==> config.mk <==
export PLATFORM = sky130hd
export DESIGN_NAME = led_matrix_row_scan_dimmer
export DESIGN_NICKNAME = d
export VERILOG_FILES = /design/src/rtl/core/lmrsd_pkg.sv /design/src/rtl/core/lmrsd_ram.sv /design/src/rtl/core/lmrsd_scan.sv /design/src/rtl/core/lmrsd_drive.sv /design/src/rtl/core/led_matrix_row_scan_dimmer.sv
export SDC_FILE = /design/constraint.sdc
export NUM_CORES = 1
export LEC_CHECK = 0
export BUFFER_PORTS_ARGS = -buffer_cell sky130_fd_sc_hd__clkbuf_2
export CORE_MARGIN = 2
export CORE_UTILIZATION = 55
export CTS_BUF_LIST = sky130_fd_sc_hd__clkbuf_4
export DETAILED_ROUTE_END_ITERATION = 16
export PLACE_DENSITY = 0.74
export SYNTH_ARGS = -nofsm -noshare
export SYNTH_HDL_FRONTEND = slang
export SYNTH_SLANG_ARGS = --single-unit
export TNS_END_PERCENT = 30
==> constraint.sdc <==
create_clock -name clk -period 4.8 [get_ports clk]
set_input_delay 0.96 -clock clk [delete_from_list [all_inputs] [get_ports clk]]
set_output_delay 0.96 -clock clk [all_outputs]
set_load 0.05 [all_outputs]
==> src/rtl/core/lmrsd_pkg.sv <==
// package for the led matrix row scan dimmer
// field widths, op codes and the per-tick metadata struct; no dependencies
package lmrsd_pkg;

    localparam int ROWS_DEFAULT       = 11;
    localparam int DIM_PERIOD_DEFAULT = 10;

    localparam int OP_W       = 2;
    localparam int IDX_W      = 4;
    localparam int WORD_W     = 16;
    localparam int BRIGHT_W   = 4;
    localparam int DIM_W      = 4;
    localparam int COL_W      = 11;
    localparam int ROWEN_W    = 11;
    localparam int COL_SHIFT  = 5;
    localparam int CMP_W      = 6;
    localparam int IN_DATA_W  = 24;
    localparam int OUT_DATA_W = 24;

    typedef enum logic [OP_W-1:0] {
        OP_TICK  = 2'd0,
        OP_WRITE = 2'd1,
        OP_CLEAR = 2'd2
    } op_t;

    typedef struct packed {
        logic               lit;
        logic               entry_vld;
        logic [ROWEN_W-1:0] row_enable;
    } tick_meta_t;

endpackage

==> src/rtl/core/lmrsd_ram.sv <==
// generic single write port ram with registered read
// no dependencies
module lmrsd_ram #(
    parameter int WIDTH = 16,
    parameter int DEPTH = 11
) (
    input  logic                     clk,
    input  logic                     wr_en,
    input  logic [$clog2(DEPTH)-1:0] wr_addr,
    input  logic [WIDTH-1:0]         wr_data,
    input  logic                     rd_en,
    input  logic [$clog2(DEPTH)-1:0] rd_addr,
    output logic [WIDTH-1:0]         rd_data
);

    logic [WIDTH-1:0] mem [DEPTH];
    logic [WIDTH-1:0] rd_data_reg;

    always_ff @(posedge clk)
    begin
        if (wr_en)
        begin
            mem[wr_addr] <= wr_data;
        end
        if (rd_en)
        begin
            rd_data_reg <= mem[rd_addr];
        end
    end

    assign rd_data = rd_data_reg;

endmodule

==> src/rtl/core/lmrsd_scan.sv <==
// scan control: brightness register, row and dimming counters, entry valid bits
// drives the frame store ram ports; uses lmrsd_pkg
module lmrsd_scan #(
    parameter int ROWS       = lmrsd_pkg::ROWS_DEFAULT,
    parameter int DIM_PERIOD = lmrsd_pkg::DIM_PERIOD_DEFAULT
) (
    input  logic                            clk,
    input  logic                            rst_n,
    input  logic                            in_fire,
    input  logic [lmrsd_pkg::OP_W-1:0]      op,
    input  logic [lmrsd_pkg::IDX_W-1:0]     row_index,
    input  logic [lmrsd_pkg::WORD_W-1:0]    row_word,
    input  logic                            cfg_we,
    input  logic [lmrsd_pkg::BRIGHT_W-1:0]  cfg_wdata,
    output logic                            tick,
    output logic                            ram_wr_en,
    output logic [$clog2(ROWS)-1:0]         ram_wr_addr,
    output logic [lmrsd_pkg::WORD_W-1:0]    ram_wr_data,
    output logic                            ram_rd_en,
    output logic [$clog2(ROWS)-1:0]         ram_rd_addr,
    output lmrsd_pkg::tick_meta_t           meta
);

    localparam int ROW_W = $clog2(ROWS);
    localparam int DIM_W = lmrsd_pkg::DIM_W;
    localparam int CMP_W = lmrsd_pkg::CMP_W;

    logic [lmrsd_pkg::BRIGHT_W-1:0] brightness_reg;
    logic [ROW_W-1:0]               scan_row_reg;
    logic [ROW_W-1:0]               scan_row_next;
    logic [DIM_W-1:0]               dim_count_reg;
    logic [DIM_W-1:0]               dim_count_next;
    logic [ROWS-1:0]                entry_vld_reg;
    logic [ROWS-1:0]                entry_vld_next;
    lmrsd_pkg::tick_meta_t          meta_reg;
    lmrsd_pkg::tick_meta_t          meta_next;

    lmrsd_pkg::op_t                 op_code;
    logic                           is_write;
    logic                           is_clear;
    logic [CMP_W-1:0]               idx_ext;
    logic                           wr_ok;
    logic [ROW_W:0]                 row_inc;
    logic [ROW_W-1:0]               row_step;
    logic [DIM_W-1:0]               dim_dec;
    logic                           lit;
    logic [lmrsd_pkg::ROWEN_W-1:0]  row_en;

    always_comb
    begin
        op_code  = lmrsd_pkg::op_t'(op);
        tick     = 1'b0;
        is_write = 1'b0;
        is_clear = 1'b0;
        unique case (op_code)
            lmrsd_pkg::OP_TICK:  tick     = in_fire;
            lmrsd_pkg::OP_WRITE: is_write = in_fire;
            lmrsd_pkg::OP_CLEAR: is_clear = in_fire;
            default: ;
        endcase
    end

    // row write, ignored when the index is past the last row
    assign idx_ext     = CMP_W'(row_index);
    assign wr_ok       = is_write && (idx_ext < CMP_W'(ROWS));
    assign ram_wr_en   = wr_ok;
    assign ram_wr_addr = idx_ext[ROW_W-1:0];
    assign ram_wr_data = row_word;

    // row counter wraps at the last row
    assign row_inc  = {1'b0, scan_row_reg} + (ROW_W+1)'(1);
    assign row_step = (row_inc >= (ROW_W+1)'(ROWS)) ? '0 : row_inc[ROW_W-1:0];

    // dimming counter, decrement saturates at zero
    assign dim_dec = (dim_count_reg == '0) ? '0 : dim_count_reg - DIM_W'(1);
    assign lit     = (dim_dec <= brightness_reg);

    always_comb
    begin
        for (int i = 0; i < lmrsd_pkg::ROWEN_W; i++)
        begin
            row_en[i] = (CMP_W'(row_step) == CMP_W'(i));
        end
    end

    assign ram_rd_en   = tick;
    assign ram_rd_addr = row_step;

    always_comb
    begin
        scan_row_next  = scan_row_reg;
        dim_count_next = dim_count_reg;
        meta_next      = meta_reg;
        if (tick)
        begin
            scan_row_next        = row_step;
            dim_count_next       = lit ? DIM_W'(DIM_PERIOD) : dim_dec;
            meta_next.lit        = lit;
            meta_next.entry_vld  = entry_vld_reg[row_step];
            meta_next.row_enable = row_en;
        end
    end

    always_comb
    begin
        entry_vld_next = entry_vld_reg;
        for (int i = 0; i < ROWS; i++)
        begin
            if (is_clear)
            begin
                entry_vld_next[i] = 1'b0;
            end
            else if (wr_ok && (ram_wr_addr == ROW_W'(i)))
            begin
                entry_vld_next[i] = 1'b1;
            end
        end
    end

    always_ff @(posedge clk or negedge rst_n)
    begin
        if (!rst_n)
        begin
            brightness_reg <= '0;
            scan_row_reg   <= '0;
            dim_count_reg  <= DIM_W'(DIM_PERIOD);
            entry_vld_reg  <= '0;
            meta_reg       <= '0;
        end
        else
        begin
            if (cfg_we)
            begin
                brightness_reg <= cfg_wdata;
            end
            scan_row_reg  <= scan_row_next;
            dim_count_reg <= dim_count_next;
            entry_vld_reg <= entry_vld_next;
            meta_reg      <= meta_next;
        end
    end

    assign meta = meta_reg;

endmodule

==> src/rtl/core/lmrsd_drive.sv <==
// output register: masks the row word read from the frame store into column levels
// and holds the result until the receiver takes it; uses lmrsd_pkg
module lmrsd_drive (
    input  logic                               clk,
    input  logic                               rst_n,
    input  logic                               rd_vld,
    input  lmrsd_pkg::tick_meta_t              meta,
    input  logic [lmrsd_pkg::WORD_W-1:0]       rd_data,
    output logic                               rd_take,
    output logic                               m_tvalid,
    input  logic                               m_tready,
    output logic [lmrsd_pkg::OUT_DATA_W-1:0]   m_tdata,
    output logic                               m_tuser
);

    localparam int COL_W   = lmrsd_pkg::COL_W;
    localparam int ROWEN_W = lmrsd_pkg::ROWEN_W;
    localparam int PAD_W   = lmrsd_pkg::OUT_DATA_W - COL_W - ROWEN_W;

    logic               out_vld_reg;
    logic               out_vld_next;
    logic [COL_W-1:0]   col_reg;
    logic [COL_W-1:0]   col_next;
    logic [ROWEN_W-1:0] ren_reg;
    logic [ROWEN_W-1:0] ren_next;
    logic               lit_reg;
    logic               lit_next;

    assign rd_take = rd_vld && (!out_vld_reg || m_tready);

    always_comb
    begin
        out_vld_next = out_vld_reg;
        col_next     = col_reg;
        ren_next     = ren_reg;
        lit_next     = lit_reg;
        if (rd_take)
        begin
            out_vld_next = 1'b1;
            lit_next     = meta.lit;
            col_next     = (meta.lit && meta.entry_vld)
                         ? rd_data[lmrsd_pkg::COL_SHIFT +: COL_W] : '0;
            ren_next     = meta.lit ? meta.row_enable : '0;
        end
        else if (m_tready)
        begin
            out_vld_next = 1'b0;
        end
    end

    always_ff @(posedge clk or negedge rst_n)
    begin
        if (!rst_n)
        begin
            out_vld_reg <= 1'b0;
        end
        else
        begin
            out_vld_reg <= out_vld_next;
        end
    end

    always_ff @(posedge clk)
    begin
        col_reg <= col_next;
        ren_reg <= ren_next;
        lit_reg <= lit_next;
    end

    assign m_tvalid = out_vld_reg;
    assign m_tdata  = {{PAD_W{1'b0}}, ren_reg, col_reg};
    assign m_tuser  = lit_reg;

endmodule

==> src/rtl/core/led_matrix_row_scan_dimmer.sv <==
// top level of the led matrix row scan dimmer
// uses lmrsd_pkg, lmrsd_scan, lmrsd_ram and lmrsd_drive
//
// input stream s_*: tuser carries the op (tick, write row word, clear frame store),
// tdata carries the row index and the 16-bit row word. a write loads one row of
// the frame store, a clear empties it; neither gives a result. every tick steps
// the row counter and the dimming counter and gives exactly one output transfer.
// output stream m_*: tdata carries the 11 column levels and the one-hot row enable,
// tuser flags a lit tick; a blank tick carries zeros.
// brightness is written through cfg_we / cfg_wdata by the user only while the
// block is idle; the block itself does not enforce this. one item is taken per cycle
// unless stalled. a tick reads the frame store ram, then fills the output register.
// when the receiver stalls, the output register holds the result and the read
// stage behind it holds one more tick; further input waits with s_tready low.
// reset empties the frame store at once through per-row valid bits, sets the
// row counter to the first row, the dimming counter to its period and
// brightness to zero; no clearing pass is needed.
module led_matrix_row_scan_dimmer #(
    parameter int ROWS       = lmrsd_pkg::ROWS_DEFAULT,
    parameter int DIM_PERIOD = lmrsd_pkg::DIM_PERIOD_DEFAULT
) (
    input  logic                                clk,
    input  logic                                rst_n,
    input  logic                                s_tvalid,
    output logic                                s_tready,
    input  logic [lmrsd_pkg::IN_DATA_W-1:0]     s_tdata,   // row_index, row_word, zero pad
    input  logic [lmrsd_pkg::OP_W-1:0]          s_tuser,   // op
    output logic                                m_tvalid,
    input  logic                                m_tready,
    output logic [lmrsd_pkg::OUT_DATA_W-1:0]    m_tdata,   // column_drive, row_enable, zero pad
    output logic                                m_tuser,   // lit
    input  logic                                cfg_we,
    input  logic [lmrsd_pkg::BRIGHT_W-1:0]      cfg_wdata
);

    localparam int ROW_W  = $clog2(ROWS);
    localparam int IDX_W  = lmrsd_pkg::IDX_W;
    localparam int WORD_W = lmrsd_pkg::WORD_W;

    logic                  in_fire;
    logic                  tick;
    logic                  ram_wr_en;
    logic [ROW_W-1:0]      ram_wr_addr;
    logic [WORD_W-1:0]     ram_wr_data;
    logic                  ram_rd_en;
    logic [ROW_W-1:0]      ram_rd_addr;
    logic [WORD_W-1:0]     ram_rd_data;
    lmrsd_pkg::tick_meta_t meta;
    logic                  rd_vld_reg;
    logic                  rd_vld_next;
    logic                  rd_take;

    assign s_tready = !rd_vld_reg || rd_take;
    assign in_fire  = s_tvalid && s_tready;

    always_comb
    begin
        rd_vld_next = rd_vld_reg;
        if (tick)
        begin
            rd_vld_next = 1'b1;
        end
        else if (rd_take)
        begin
            rd_vld_next = 1'b0;
        end
    end

    always_ff @(posedge clk or negedge rst_n)
    begin
        if (!rst_n)
        begin
            rd_vld_reg <= 1'b0;
        end
        else
        begin
            rd_vld_reg <= rd_vld_next;
        end
    end

    lmrsd_scan #(
        .ROWS       (ROWS),
        .DIM_PERIOD (DIM_PERIOD)
    ) u_scan (
        .clk         (clk),
        .rst_n       (rst_n),
        .in_fire     (in_fire),
        .op          (s_tuser),
        .row_index   (s_tdata[IDX_W-1:0]),
        .row_word    (s_tdata[IDX_W +: WORD_W]),
        .cfg_we      (cfg_we),
        .cfg_wdata   (cfg_wdata),
        .tick        (tick),
        .ram_wr_en   (ram_wr_en),
        .ram_wr_addr (ram_wr_addr),
        .ram_wr_data (ram_wr_data),
        .ram_rd_en   (ram_rd_en),
        .ram_rd_addr (ram_rd_addr),
        .meta        (meta)
    );

    lmrsd_ram #(
        .WIDTH (WORD_W),
        .DEPTH (ROWS)
    ) u_frame_ram (
        .clk     (clk),
        .wr_en   (ram_wr_en),
        .wr_addr (ram_wr_addr),
        .wr_data (ram_wr_data),
        .rd_en   (ram_rd_en),
        .rd_addr (ram_rd_addr),
        .rd_data (ram_rd_data)
    );

    lmrsd_drive u_drive (
        .clk      (clk),
        .rst_n    (rst_n),
        .rd_vld   (rd_vld_reg),
        .meta     (meta),
        .rd_data  (ram_rd_data),
        .rd_take  (rd_take),
        .m_tvalid (m_tvalid),
        .m_tready (m_tready),
        .m_tdata  (m_tdata),
        .m_tuser  (m_tuser)
    );

endmodule
==> results of run 1 <==
==> cell usage in the layout, fill, tap and decap left out, types with 4 or more instances in the layout <==
cell type	count
nand2b_1	8
nand3_1	9
a21o_1	4
clkbuf_4	18
o22ai_1	5
o2bb2ai_1	13
a221o_1	6
and2_1	12
bufinv_16	4
nor2_1	32
and3_1	11
nor3_2	4
o31ai_1	9
o221ai_1	6
mux2i_1	15
nand2_1	55
clkbuf_2	50
nor3_1	9
edfxtp_1	155
buf_4	18
o21ai_0	24
dfrtp_1	36
a222oi_1	8
mux2_2	10
a21oi_1	8
a221oi_1	7
o21a_1	13
ha_1	5
a31oi_1	4
inv_1	6
a22o_1	6
==> path summary, 6_finish.rpt <==
path	endpoint	depth (start not counted)
worst max register to register	u_frame_ram.rd_data[10]$_DFFE_PP_	8
min in group clk	u_scan.meta[0]$_DFFE_PN0P_	2
worst min register to register	u_scan.meta[0]$_DFFE_PN0P_	2
worst min-delay path	u_scan.meta[0]$_DFFE_PN0P_	1
max in group asynchronous	u_scan.entry_vld_reg[4]$_DFFE_PN0P_	1
worst max-delay path	u_frame_ram.rd_data[10]$_DFFE_PP_	8
==> logic make-up after synthesis <==
kind of cell,share of synthesized area
flip-flops,0.7079
AND/OR/NAND/NOR,0.09367
other,0.0004734
AO/OA/AOI/OAI,0.1292
buffers and inverters,0.02606
multiplexers,0.03317
adder cells (fa/ha/maj),0.009477
==> final cells by class <==
type	count	area, sq um	share of cell area
well taps	180	225.2	0.02589
clock buffers	18	135.1	0.01554
inverters	7	26.28	0.003021
clock inverters	13	185.2	0.02129
multi-input cells	323	2133	0.2453
repair buffers	68	385.4	0.04430
flip-flops and latches	193	5608	0.6447
==> power by group through the flow <==
stage / Sequential (mW) / Clock, mW / Combinational (mW)
floorplan: 2.08 / 0 / 0.974
global placement: 2.07 / 0 / 1.31
detailed placement: 2.08 / 0 / 1.35
CTS: 2.04 / 0.958 / 1.36
global route: 2.06 / 1.02 / 1.50
finish: 2.04 / 0.944 / 1.37
==> cells in the mapped netlist, types with 3 or more instances <==
cell	instances	share of area
edfxtp_1	155	0.59
nand2_1	55	0.026
dfrtp_1	36	0.11
nor2_1	32	0.015
o21ai_0	24	0.015
clkbuf_1	23	0.011
mux2i_1	15	0.019
nor3_1	13	0.0082
o21a_1	13	0.012
o2bb2ai_1	13	0.014
and2_1	12	0.0095
and3_1	11	0.0087
mux2_2	10	0.014
nand3_1	9	0.0057
o31ai_1	9	0.0085
a21oi_1	8	0.0051
a222oi_1	8	0.010
nand2b_1	8	0.0063
a221oi_1	7	0.0077
a221o_1	6	0.0076
a22o_1	6	0.0066
buf_2	6	0.0038
ha_1	6	0.0095
inv_1	6	0.0028
o221ai_1	6	0.0066
o22ai_1	5	0.0039
a21o_1	4	0.0038
a31oi_1	4	0.0032
a211o_1	3	0.0033
buf_4	3	0.0028
buf_6	3	0.0043
nor2b_1	3	0.0024
o211ai_1	3	0.0028
or3_1	3	0.0024
==> through the flow <==
stage               std cells  total power [mW]  hold slack (ns)  instance area, sq um
floorplan                 560             3.057           0.4409                  7925
global placement          771             3.380           0.4555                  8378
detailed placement        771             3.433           0.4634                  8378
CTS                       802             4.365           0.4905                  8698
global route              802             4.581           0.5279                  8698
finish                    802             4.360           0.4906                  8698
==> routing by layer <==
metal  GRT usage  share of wire  up-vias
met4     0.08146          0.021        0
met3     0.04579          0.074       31
met1      0.3073           0.42     2472
met2      0.3661           0.49      200
li1            -              -     2249
met5           0              0        -
==> run_results.csv, run 1 <==
group,metric,value,unit
status,status,"finished, final reports clean",
die,die_x,124.0,um
synthesis,synth_seq_cells,193,
finish,largest_register_ffs,121,
setup_path,crit_start,"u_scan.scan_row_reg[0]$_DFFE_PN0P_",
setup_path,cpLargestDelayFamily,"simple AND/OR/NAND/NOR gates",
pwr,leakage,3.217,nW
hold_path,hp-class,"in -> async",
routing,vias,4952,
clocking,clk_latency,0.58,ns
synthesis,synth_cell_types,59,
setup_path,endpoint_kind,"flip-flop",
finish,drive_gt1_frac,0.1977,
run,drv_cap,0,
clocking,postCtsSetupRepairBufs,0,
timing,setup_violations,0,
setup_path,crit_path_max_fanout,35,
clocking,cts_root_buffer,"clkbuf_4",
pwr,power_switching,1.474,mW
routing,drcViolationCount,0,
setup_path,path_class,"reg -> reg",
setup_path,crit_buf_inv,1,
routing,drt_first_pass_iters,6,
synthesis,avgSynthCellArea,14.17,sq um
grt,track_usage,0.2262,
setup_path,r2r_setup_slack,1.09,ns
timing,tns,0,ns
routing,wl_per_cell,20.08,um
timing,min_period,3.713,ns
pwr,pwr-share-comb,0.315,
synthesis,synthesis.area,7921,sq um
timing,hold_viol,0,
clocking,cts.path.max_buffers,2,
setup_path,arrival,4.03,ns
routing,drt-total-wl,16100,um
synthesis,synth-main-ff-cell,"edfxtp_1",
synthesis,async_reset_ff_frac,0.1969,
grt,antenna_found_initial,0,
finish,num-fill-cells,1047,
timing,relSlewSlack,0.3583,
clocking,cts.sinks,193,
clocking,h-tree-depth,4,
clocking,cts_tree,"done",
clocking,clk_pin_slew,0.15,ns
routing,ant_nets,0,
die,num_io_pins,62,
finish,nets,651,
timing,finalCritPeriodShare,0.7736,
setup_path,required,5.12,ns
pwr,p_sw_frac,0.3381,
pwr,p_int,2.886,mW
place,pre_cts_slack,1.114,ns
clocking,cts_resized,0,
timing,fmax,269.3,MHz
die,die_area,15380,sq um
pwr,clkPwrFrac,0.217,
synthesis,synth-edff-count,155,
timing,skew,0.01622,ns
die,num_rows,43,
die,initial_core_util,0.5663,
pwr,powerDensity,501.3,nW/um^2
synthesis,synthCells,559,
place,io_buffer_count,50,
routing,via_per_inst,6.175,
clocking,cts-hold-fix-buffers,0,
setup_path,crit_path_cell_trace,"inv_1, ha_2, o21ba_2, o21a_4, or2_1, o2bb2ai_1, a221oi_1, or3_1",
setup_path,max_stage_delay,0.74,ns
timing,slew_violations,0,
grt,grt_max_degree,43,
clocking,cts_inserted_buffers,17,
setup_path,crit_path_top_delay_cell,"or2_1",
synthesis,yosysWarnings,0,
finish,area_growth_syn_to_layout,9.809,%
setup_path,reg2reg_from,"u_scan.scan_row_reg[0]$_DFFE_PN0P_",
grt,grt_pass1_wl,25360,um
place,hpwl,10190,um
pwr,ir_worst_vdd,0.2596,mV
synthesis,synth_seq_area_share,0.7079,
timing,tightest_slew,0.9626,ns
grt,grt_pass1_vias,4750,
timing,rsz0062_at_grt,"no",
setup_path,critPathLaunchType,"flip-flop",
finish,antenna_cells,0,
die,die_h,124.0,um
timing,fin_ws,1.087,ns
grt,grt_overflow_total,0,
place,place.gp.congestion,0.8653,
routing,drt_iter0_markers,708,
finish,finalCoreUtilization,0.6218,
die,core-area,13990,sq um
pwr,seq_power_share,0.469,
Power figures use the tool's default switching activity.
==> run 2: changes to the inputs <==
--- a/config.mk
+++ b/config.mk
@@ -10,7 +10,7 @@
 export CORE_UTILIZATION = 55
 export CTS_BUF_LIST = sky130_fd_sc_hd__clkbuf_4
 export DETAILED_ROUTE_END_ITERATION = 16
-export PLACE_DENSITY = 0.74
+export PLACE_DENSITY = 0.77
 export SYNTH_ARGS = -nofsm -noshare
 export SYNTH_HDL_FRONTEND = slang
 export SYNTH_SLANG_ARGS = --single-unit
==> constraint.sdc (replaced) <==
create_clock -name clk -period 3.2 [get_ports clk]
set_input_delay 0.64 -clock clk [delete_from_list [all_inputs] [get_ports clk]]
set_output_delay 0.64 -clock clk [all_outputs]
set_load 0.05 [all_outputs]
==> run_results.csv, run 2 (synthesis results as in run 1) <==
group,metric,value,unit
status,status,"finished, final reports clean",
setup_path,endpoint_kind,"flip-flop",
die,die_x,124.0,um
setup_path,crit_start,"u_scan.scan_row_reg[0]$_DFFE_PN0P_",
finish,drive_gt1_frac,0.2060,
place,io_buffer_count,50,
setup_path,critPathLaunchType,"flip-flop",
timing,slew_violations,0,
grt,grt_max_degree,47,
finish,num-fill-cells,1050,
clocking,h-tree-depth,4,
place,hpwl,10270,um
clocking,cts.sinks,193,
clocking,cts-hold-fix-buffers,0,
clocking,cts_root_buffer,"clkbuf_4",
die,die_h,124.0,um
pwr,clkPwrFrac,0.190,
place,place.gp.congestion,0.8921,
timing,min_period,3.103,ns
clocking,clk_pin_slew,0.16,ns
timing,skew,0.01698,ns
routing,via_per_inst,6.166,
grt,grt_pass1_vias,4867,
finish,final_cell_mix,"edfxtp_1 (155), nand2_1 (55), clkbuf_2 (50), dfrtp_1 (36), nor2_1 (32)",
pwr,pwr-share-comb,0.331,
setup_path,reg2reg_from,"u_scan.scan_row_reg[0]$_DFFE_PN0P_",
clocking,clk_latency,0.58,ns
routing,drt_iter0_markers,584,
timing,tightest_slew,0.9503,ns
routing,vias,5007,
finish,area_growth_syn_to_layout,9.872,%
pwr,p_int,4.142,mW
die,core-area,13990,sq um
setup_path,path_class,"reg -> reg",
routing,ant_nets,0,
run,drv_cap,0,
timing,tns,0,ns
grt,antenna_found_initial,1,
timing,fin_ws,0.09684,ns
setup_path,arrival,3.45,ns
routing,drt-total-wl,16460,um
setup_path,r2r-end,"u_frame_ram.rd_data[15]$_DFFE_PP_",
setup_path,r2r_setup_slack,0.1,ns
finish,layout_commonest_cell,"edfxtp_1",
setup_path,crit_path_max_fanout,12,
finish,largest_register_ffs,121,
finish,finalCoreUtilization,0.6222,
pwr,power_switching,2.271,mW
timing,relSlewSlack,0.3665,
place,pre_cts_slack,0.2751,ns
grt,grt_pass1_wl,25920,um
clocking,postCtsSetupRepairBufs,0,
die,num_rows,43,
setup_path,crit_end,"u_frame_ram.rd_data[15]$_DFFE_PP_",
clocking,cts_resized,0,
die,initial_core_util,0.5663,
routing,wl_per_cell,20.27,um
timing,setup_violations,0,
pwr,seq_power_share,0.479,
routing,drcViolationCount,0,
pwr,ir_worst_vdd,0.2936,mV
pwr,p_sw_frac,0.3542,
hold_path,hp-class,"in -> async",
setup_path,ff2ff_path_depth,7,
timing,fmax,322.3,MHz
die,num_io_pins,62,
grt,track_usage,0.2335,
finish,nets,659,
timing,hold_viol,0,
timing,rsz0062_at_grt,"no",
timing,finalCritPeriodShare,0.9697,
grt,grt_overflow_total,0,
clocking,cts_tree,"done",
die,die_area,15380,sq um
setup_path,required,3.55,ns
clocking,cts_inserted_buffers,17,
pwr,powerDensity,736.9,nW/um^2
pwr,leakage,3.225,nW
clocking,cts.path.max_buffers,2,
routing,drt_first_pass_iters,6,
## run 2: power groups by stage
stage / combinational, mW / clock, mW / sequential, mW
global route: 2.31 / 1.35 / 3.10
floorplan: 1.46 / 0 / 3.12
CTS: 2.09 / 1.25 / 3.07
finish: 2.12 / 1.22 / 3.07
global placement: 2.00 / 0 / 3.11
detailed placement: 2.09 / 0 / 3.13
## run 2: critical path: stages (launching register included)
cell	delay, ns
dfrtp_1	0.51
inv_1	0.10
ha_2	0.38
or4b_1	0.50
a21oi_2	0.59
buf_4	0.27
a222oi_1	0.10
o221ai_1	0.43
## run 2: worst min-delay path by stage
| stage | end | slack (ns) | cells past startpoint |
|---|---|---|---|
| after floorplan | rd_vld_reg$_DFFE_PN0P_ | 0.34 | 0 |
| after global routing | u_scan.entry_vld_reg[10]$_DFFE_PN0P_ | 0.19 | 1 |
| final | u_scan.scan_row_reg[1]$_DFFE_PN0P_ | 0.18 | 1 |
| after global placement | u_scan.meta[0]$_DFFE_PN0P_ | 0.46 | 2 |
| after CTS | u_scan.meta[1]$_DFFE_PN0P_ | 0.16 | 1 |
| after detailed placement | u_scan.meta[0]$_DFFE_PN0P_ | 0.46 | 2 |
## run 2: stage by stage
step                      instance area [sq um]  hold slack [ns]  std cells  power [mW]
after floorplan                            7925           0.3444        560       4.585
after global placement                     8438           0.4578        779       5.108
after detailed placement                   8438           0.4641        779       5.214
after CTS                                  8701           0.1564        811       6.410
after global routing                       8703           0.1947        812       6.760
final                                      8703           0.1755        812       6.413
## run 2: metal layers
metal  part of all wire  global-route usage  up-vias
met4              0.033              0.1060        0
li1                   -                   -     2274
met2               0.49              0.3784      227
met1               0.38              0.2934     2457
met5                  0                   0        -
met3              0.089             0.06685       49
## run 2: layout make-up
cell class                      count  area [sq um]  share of cell area
Sequential cell                   193          5608              0.6443
Multi-Input combinational cell    323          2133              0.2451
Timing Repair Buffer               76         445.4             0.05118
Tap cell                          180         225.2             0.02588
Clock inverter                     15         135.1             0.01553
Clock buffer                       17         127.6             0.01466
Inverter                            7         26.28            0.003019
Antenna cell                        1         2.502           0.0002875
